===== config.mk =====
export PLATFORM = sky130hd
export DESIGN_NAME = datapoint_write_frame_builder
export DESIGN_NICKNAME = d
export VERILOG_FILES = /design/src/rtl/dpwfb_pkg.sv /design/src/rtl/dpwfb_byte_mux.sv /design/src/rtl/datapoint_write_frame_builder.sv
export SDC_FILE = /design/constraint.sdc
export NUM_CORES = 1
export LEC_CHECK = 0
export BUFFER_PORTS_ARGS = -buffer_cell sky130_fd_sc_hd__clkbuf_2
export CORE_UTILIZATION = 55
export DETAILED_ROUTE_END_ITERATION = 7
export PLACE_DENSITY = 0.83
export SLEW_MARGIN = 30
export SYNTH_ARGS = -nofsm -noshare
export SYNTH_HDL_FRONTEND = slang
export SYNTH_SLANG_ARGS = --single-unit

===== constraint.sdc =====
create_clock -name i_clk -period 4.75 [get_ports i_clk]
set_clock_uncertainty 0.1 [all_clocks]
set_input_delay 0.2375 -clock i_clk [delete_from_list [all_inputs] [get_ports i_clk]]
set_output_delay 0.2375 -clock i_clk [all_outputs]
set_load 0.05 [all_outputs]

===== src/rtl/dpwfb_pkg.sv =====
// ----------------------------------------------------------------------------
// Datapoint write frame package
// Constants, request type and frame position limits for the frame builder.
// ----------------------------------------------------------------------------
`default_nettype none

package dpwfb_pkg;

    localparam logic [7:0] HDR_SYNC_0   = 8'h55;
    localparam logic [7:0] HDR_SYNC_1   = 8'hAA;
    localparam logic [7:0] HDR_CMD      = 8'h06;
    localparam logic [7:0] TYPE_WIDE    = 8'h02;
    localparam logic [7:0] SIZE_WIDE    = 8'h04;
    localparam logic [7:0] SIZE_NARROW  = 8'h01;
    localparam logic [7:0] LEN_WIDE     = 8'h08;
    localparam logic [7:0] LEN_NARROW   = 8'h05;

    // Frame positions: checksum sits at 16 for wide frames, 13 otherwise.
    localparam int unsigned IDX_W = 5;
    localparam logic [IDX_W-1:0] LAST_WIDE   = 5'd16;
    localparam logic [IDX_W-1:0] LAST_NARROW = 5'd13;

    typedef struct packed {
        logic [7:0]  point_id;
        logic [7:0]  point_type;
        logic [31:0] point_value;
    } t_req;

    typedef struct packed {
        logic [7:0] frame_byte;
        logic       frame_end;
    } t_sel;

endpackage

`default_nettype wire


===== src/rtl/dpwfb_byte_mux.sv =====
// ----------------------------------------------------------------------------
// Frame byte selector
// Picks the frame byte for a given position of the request's frame.
// ----------------------------------------------------------------------------
`default_nettype none

module dpwfb_byte_mux
    import dpwfb_pkg::*;
(
    input  wire t_req             i_req,
    input  wire logic [IDX_W-1:0] i_idx,
    input  wire logic [7:0]       i_sum,
    output t_sel                  o_sel
);

    logic w_wide;

    assign w_wide = (i_req.point_type == TYPE_WIDE);

    always_comb begin
        o_sel.frame_byte = 8'h00;
        o_sel.frame_end  = 1'b0;
        case (i_idx)
            5'd0:  o_sel.frame_byte = HDR_SYNC_0;
            5'd1:  o_sel.frame_byte = HDR_SYNC_1;
            5'd4:  o_sel.frame_byte = HDR_CMD;
            5'd7:  o_sel.frame_byte = w_wide ? LEN_WIDE : LEN_NARROW;
            5'd8:  o_sel.frame_byte = i_req.point_id;
            5'd9:  o_sel.frame_byte = i_req.point_type;
            5'd11: o_sel.frame_byte = w_wide ? SIZE_WIDE : SIZE_NARROW;
            5'd12: o_sel.frame_byte = w_wide ? i_req.point_value[31:24]
                                             : i_req.point_value[7:0];
            5'd13: begin
                if (w_wide) begin
                    o_sel.frame_byte = i_req.point_value[23:16];
                end else begin
                    o_sel.frame_byte = i_sum;
                    o_sel.frame_end  = 1'b1;
                end
            end
            5'd14: o_sel.frame_byte = i_req.point_value[15:8];
            5'd15: o_sel.frame_byte = i_req.point_value[7:0];
            5'd16: begin
                o_sel.frame_byte = i_sum;
                o_sel.frame_end  = 1'b1;
            end
            default: o_sel.frame_byte = 8'h00;
        endcase
    end

endmodule

`default_nettype wire


===== src/rtl/datapoint_write_frame_builder.sv =====
// ----------------------------------------------------------------------------
// Datapoint write frame builder
// Turns one write request into a serial frame with a trailing checksum word.
// ----------------------------------------------------------------------------
// The request is registered first; each frame word is then registered at the output.
// Throughput: one word per cycle while the receiver does not stall; a type-2
// request gives a 17-word frame and any other request a 14-word frame.
// The next request is taken as the last word of a frame is loaded.
// Reset clears the busy flag, the position counter, the running sum and the
// output valid.
`default_nettype none

module datapoint_write_frame_builder
    import dpwfb_pkg::*;
(
    input  wire logic        i_clk,
    input  wire logic        i_rst_n,
    input  wire logic        i_valid,
    output logic             o_ready,
    input  wire logic [7:0]  i_point_id,
    input  wire logic [7:0]  i_point_type,
    input  wire logic [31:0] i_point_value,
    output logic             o_valid,
    input  wire logic        i_ready,
    output logic [7:0]       o_frame_byte,
    output logic             o_frame_end
);

    t_req             r_req;
    logic             r_busy;
    logic [IDX_W-1:0] r_idx;
    logic [7:0]       r_sum;
    logic             r_out_valid;
    logic [7:0]       r_out_byte;
    logic             r_out_end;

    t_sel             w_sel;
    logic             w_advance;
    logic             w_load;
    logic             w_last;
    logic             w_accept;

    dpwfb_byte_mux u_byte_mux (
        .i_req (r_req),
        .i_idx (r_idx),
        .i_sum (r_sum),
        .o_sel (w_sel)
    );

    assign w_advance = !r_out_valid || i_ready;
    assign w_load    = r_busy && w_advance;
    assign w_last    = w_sel.frame_end;
    assign o_ready   = !r_busy || (w_load && w_last);
    assign w_accept  = i_valid && o_ready;

    always_ff @(posedge i_clk) begin
        if (!i_rst_n) begin
            r_busy      <= 1'b0;
            r_idx       <= '0;
            r_sum       <= 8'h00;
            r_out_valid <= 1'b0;
        end else begin
            if (w_accept) begin
                r_busy <= 1'b1;
            end else if (w_load && w_last) begin
                r_busy <= 1'b0;
            end
            if (w_load) begin
                if (w_last) begin
                    r_idx <= '0;
                    r_sum <= 8'h00;
                end else begin
                    r_idx <= r_idx + 1'b1;
                    r_sum <= r_sum + w_sel.frame_byte;
                end
            end
            if (w_advance) begin
                r_out_valid <= w_load;
            end
        end
    end

    always_ff @(posedge i_clk) begin
        if (w_accept) begin
            r_req.point_id    <= i_point_id;
            r_req.point_type  <= i_point_type;
            r_req.point_value <= i_point_value;
        end
        if (w_load) begin
            r_out_byte <= w_sel.frame_byte;
            r_out_end  <= w_sel.frame_end;
        end
    end

    assign o_valid      = r_out_valid;
    assign o_frame_byte = r_out_byte;
    assign o_frame_end  = r_out_end;

    // The position counter never runs past the checksum of a wide frame.
    a_idx_range: assert property (@(posedge i_clk) disable iff (!i_rst_n)
        r_idx <= LAST_WIDE)
        else $error("frame position beyond checksum");

    // Loading the checksum word returns the counter and sum to the frame start.
    a_wrap: assert property (@(posedge i_clk) disable iff (!i_rst_n)
        (w_load && w_last) |=> (r_idx == '0 && r_sum == 8'h00))
        else $error("frame position did not wrap after checksum");

    // A taken request always leaves the builder busy with its frame.
    a_busy: assert property (@(posedge i_clk) disable iff (!i_rst_n)
        w_accept |=> (r_busy && r_idx == '0))
        else $error("request taken but frame not started");

endmodule

`default_nettype wire

---- Yosys cells after proc, flatten, opt, wreduce, memory -nomap -nowiden ----
Cells that the tools add are included.
word-level totals
  flip-flop bits (word level) ............. 72
  memory bits (read-only) ................. 0
  output and inout port bits .............. 11
  input bits .............................. 52
  latch bits .............................. 0
  memories ................................ 0
  RAM bits ................................ 0
operators by class
  add/sub/neg operators ................... 2
  divide/modulo/power cells ............... 0
  muxes and demuxes ....................... 11
  magnitude comparators ................... 0
  bitwise operators ....................... 0
  equality and inequality tests ........... 12
  reductions and logical operators ........ 9
  shift operators ......................... 0
  multiply operators ...................... 0
operator list
  cell                   number
  $pmux W8 S12           1
  $eq A5 B4 Y1 const B   7
  $mux W8                3
  $eq A5 B3 Y1 const B   2
  $add A8 B8 Y8          1
  $eq A8 B2 Y1 const B   1
  $add A5 B1 Y5 const B  1
  $eq A5 B1 Y1 const B   1
  $eq A5 B5 Y1 const B   1
  $logic_not A5 Y1       1
  $mux W5                1
  $mux W4                1
  $logic_and A1 B1 Y1    3
  $mux W1                3
  $mux W3                1
  $logic_not A1 Y1       2
  $logic_or A1 B1 Y1     2
  $pmux W1 S2            1
  $reduce_bool A2 Y1     1

---- Longest topological paths before layout ----
  depth in word-level cells ............... 7
  gate-level depth with buffers ........... 21
  mapped depth without buffers ............ 19

---- Modules after synthesis ----
A second synthesis with hierarchy kept.
second synthesis, totals
  cell total of the unflattened synthesis .. 271
  area total of the unflattened synthesis .. 3399.5 sq um
modules (own cells, without submodules)
  module                         sequential area each (sq um)  area an instance (sq um)  cells each  instances
  datapoint_write_frame_builder  2011.9                        2602.5                    159         1
  dpwfb_byte_mux                 0.0                           797.0                     112         1

---- Worst setup path before layout ----
Ideal clock, no wire load.
  path kind ............................... register -> register
  start point ............................. register r_idx[0]
  end point ............................... register r_req[0] (netlist bit) (enable)
  period minus slack after synthesis ...... 4.156 ns
  library setup time ...................... 0.410 ns
  cell stages (with the launch flop) ...... 9
  arrival time ............................ 3.646 ns
  path slack .............................. 0.594 ns
  path through ............................ dfxtp_1 > inv_1 > ha_1 > buf_4 > and2b_1 > and3_4 > a21oi_4 > o21ai_0 > and2_1
between the ends
  cells in the longest elaborated chain, start to end .. 5
  elaborated cells on any way between the ends .. 6
RTL lines
  element                                              line                                 source
  start: declaration                                   datapoint_write_frame_builder.sv:31  logic [IDX_W-1:0] r_idx;
  start signal: assignment                             datapoint_write_frame_builder.sv:73  r_idx <= r_idx + 1'b1;
  $eq A5 B5 Y1 / $eq A5 B4 Y1 (equally long branches)  dpwfb_byte_mux.sv:23                 case (i_idx)
  $pmux W1 S2 *                                        dpwfb_byte_mux.sv:23
  $logic_and A1 B1 Y1 *                                datapoint_write_frame_builder.sv:53  assign o_ready = !r_busy || (w_load && w_last);
  $logic_or A1 B1 Y1 *                                 datapoint_write_frame_builder.sv:53
  named net o_ready                                    datapoint_write_frame_builder.sv:19  output logic o_ready,
  $logic_and A1 B1 Y1 *                                datapoint_write_frame_builder.sv:54  assign w_accept = i_valid && o_ready;
  named net w_accept                                   datapoint_write_frame_builder.sv:41  logic w_accept;
  end: declaration                                     datapoint_write_frame_builder.sv:29  t_req r_req;
Mark *: on every way through the listed nets, which the timed path passes. The rest lies on a longest branch.
A chain may end at the register's enable or synchronous reset.

==> summary.md <==
| Metric | Value |
|---|---|
| Status | finished, final reports clean |
| Critical path required time | 4.94 ns |
| IO Pins | 63 |
| ANT nets after route | 0 |
| Worst Setup Path Type | register to register |
| Maximum VDD drop | 0.000289 V |
| CP Launch Type | register |
| Max clock buf depth | 2 |
| Clk slew on worst S/H paths | 0.09 ns |
| Placer Congestion | 0.918 |
| Worst Setup End Kind | register |
| Critical path data arrival time | approximately 4.2 ns |
| Port bufs | 62 |
| Synthesized flop and latch total | 72 |
| CTS sink cnt | just over 70 |
| Vias | 2882 |
| Post-route clock period utilization | around 85% |
| Placed Cells incl. Taps | 394 |
| Fill cells | 343 |
| Cell count of the worst reg-to-reg path | 18 |
| FP Rows | 28 |
| Mapped Area | 3370 um^2 |
| Vias per cell | 6.28 |
| Hold Fails Final Rpt | 0 |
| Design area | around 4400 um^2 |
| Flip-flop and latch area | 2010 um^2 |
| Ratio of cells with drive above 1 in the final layout | 24.7% |
| DIE AREA | around 6400 um^2 |
| Drt drc | 0 |
| Max-cap violations | 0 |
| First-pass GRT wire length | 14100 um |
| Top FF cell, synth | edfxtp_1 |
| RSZ-0062 raised after global routing | false |
| Slew @ Worst Pin | 0.629 ns |
| Final setup fails | 0 |
| Post-layout net count | 444 |
| Non-Filler Instances | 459 |
| Die W | 80.2 um |
| Post-DR wirelength/cell | between 20 and 25 um |
| Multi-input gate area | 1270 um^2 |
| Leak | around 1.7 nW |
| Starting Density | between 50% and 60% |
| Total design power | 1.54 mW |
| CP Launch Point | r_idx[0] |
| GRT Util Overall | between 30% and 40% |
| H-tree levels | 3 |
| R2r startpoint | r_idx[0] |
| Share of the yosys chip area belonging to registers | about 60% |
| Most common cell after layout, fill and taps aside | clkbuf_2 |
| Final Max Slew Viols | 0 |
| Area Overhead vs Synth | 32.1% |
| FF-to-FF End | r_sum[7] |
| Setup TNS | 0 ns |
| Syn_nets | 331 |
| Fmax | 248 MHz |
| Antenna violations before repair | 0 |
| CTS tree | built |
| Clk_lat worst skew | 0.36 ns |
| Hold crit path type | input port to register |
| Syn Inst Count | between 200 and 300 |
| Tmin final | 4.04 ns |
| Synth unique cells | 56 |
| Min Hold Slack | 0.0735 ns |
| FFs w/ async S/R, synth | 0% |
| Cell area power density | 346 nW/um^2 |
| Number of global-route vias before repair | ~2700 |
| CTS root buf | clkbuf_8 |
| Most frequent cells in the layout | clkbuf_2, edfxtp_1, dlygate4sd3_1 |
| Global route overflow | 0 |
| # diodes | 0 |
| Core region area | 5920 um^2 |
| Yosys warns | 0 |
| Largest net degree at the start of global routing | around 50 |
| Final WL | 9350 um |
| Syn avg cell area | 12.7 um^2 |
| Drt initial violations | 400 |
| Dpl cell area | between 3000 and 4000 um^2 |
| Worst Path Max Fanout | 12 |
| Rel. slew slack | 58.1% |
| DP HPWL | 4710 um |
| Die Ht | 80.2 um |
| R2R Setup Slk | slightly above 0.7 ns |
| Worst setup path end | r_sum[7] |
| Drt first pass iters | 8 |
| Clock buffer count from CTS | 9 |
| Number of synthesized flops with an enable pin | 57 |
[Yosys cell counts, types with 2 or more instances]
master | instances | area (um^2)
a222oi_1 | 5 | 50.1
a21o_1 | 2 | 15.0
a221oi_1 | 5 | 43.8
nor2b_1 | 6 | 37.5
buf_2 | 4 | 20.0
a21boi_0 | 7 | 52.6
edfxtp_1 | 57 | 1710
a22oi_1 | 11 | 82.6
o21ai_0 | 9 | 45.0
a21oi_1 | 17 | 85.1
mux2i_1 | 4 | 40.0
and2_1 | 2 | 12.5
dfxtp_1 | 15 | 300
clkbuf_1 | 3 | 11.3
xor2_1 | 3 | 26.3
nand4_1 | 2 | 12.5
ha_1 | 12 | 150
nand3_1 | 15 | 75.1
inv_2 | 2 | 7.51
a31oi_1 | 3 | 18.8
xnor2_1 | 3 | 26.3
and3_1 | 3 | 18.8
nor3_1 | 4 | 20.0
o21ai_1 | 2 | 10.0
nor2_1 | 12 | 45.0
nand2b_1 | 3 | 18.8
mux2_2 | 3 | 33.8
nand2_1 | 15 | 56.3
inv_1 | 8 | 30.0
buf_4 | 2 | 15.0
o21bai_1 | 2 | 15.0
[flip-flops by register name, indices dropped and copies added, names as in the netlist]
register and count:
r_req 48, o_frame_byte 8, r_sum 8, r_idx 5, o_frame_end 1, o_valid 1, r_busy 1
[worst min-delay path by stage]
stage	from	end	cells after the start	slack, ns
finish	i_ready	o_valid	3	0.07
global route	i_ready	o_valid	3	0.11
global placement	i_point_type[1]	r_req[33]	1	0.31
CTS	i_ready	o_valid	3	0.07
floorplan	i_point_value[0]	r_req[0]	0	0.24
detailed placement	i_point_value[29]	r_req[29]	1	0.32
[metrics by stage]
stage | util, % | setup slack, ns
5_1_grt | 75.1 | 0.444
2_1_floorplan | - | 0.594
3_3_place_gp | 63.0 | 0.896
6_report | 75.1 | 0.715
4_1_cts | 75.1 | 0.807
3_5_place_dp | 63.0 | 0.856
[critical path, stage by stage (launching register included)]
cell       delay [ns]
dfxtp_1          0.43
inv_1            0.12
ha_1             0.35
and2b_1          0.30
and3_4           0.22
a21oi_4          0.26
inv_2            0.19
nand2_1          0.11
o2111ai_1        0.09
a21oi_1          0.14
nor2_1           0.07
ha_1             0.24
a21o_1           0.18
a21oi_1          0.21
o21bai_1         0.11
o41ai_1          0.33
xor2_1           0.23
a21oi_1          0.09
o22ai_1          0.18
[layer usage]
metal / track usage [%] / vias up / part of all wire (%) / wire [um]
met5: 0 / - / 0 / 0
met4: 10.2 / 0 / 3.2 / 296
met3: 10.2 / 35 / 10 / 969
met2: 52.6 / 247 / 50 / 4700
met1: 36.5 / 1344 / 36 / 3380
li1: - / 1256 / - / -
[power by group]
group	internal, mW	leakage, nW	switching (mW)
logic	0.0993	0.949	0.128
clock network	0.301	0.107	0.260
registers	0.727	0.664	0.0241
total	1.13	1.72	0.412
[final cells by class]
class                   count  share of cell area [%]
well taps                  75                    2.11
clock inverters             7                    2.28
flip-flops and latches     72                    45.2
multi-input cells         173                    28.5
repair buffers            112                    18.2
inverters                  11                   0.929
clock buffers               9                    2.79
[repair_timing]
item / CTS / global route
hold endpoints to repair: 49 / 0
gates resized for setup: 0 / 0
setup buffers: 0 / 0
hold buffers: 49 / 0
[kinds of logic (layout without fill, tap and decap cells)]
logic type | after synthesis | in the layout | share of synthesized area (%)
AND/OR/NAND/NOR | 71 | 71 | 12.1
AO/OA/AOI/OAI | 75 | 75 | 16.2
XOR/XNOR | 6 | 6 | 1.56
flip-flops | 72 | 72 | 59.8
adder cells (fa/ha/maj) | 13 | 13 | 5.05
multiplexers | 8 | 8 | 2.64
buffers and inverters | 21 | 139 | 2.71
No activity file was read; power rests on OpenSTA's default activity.
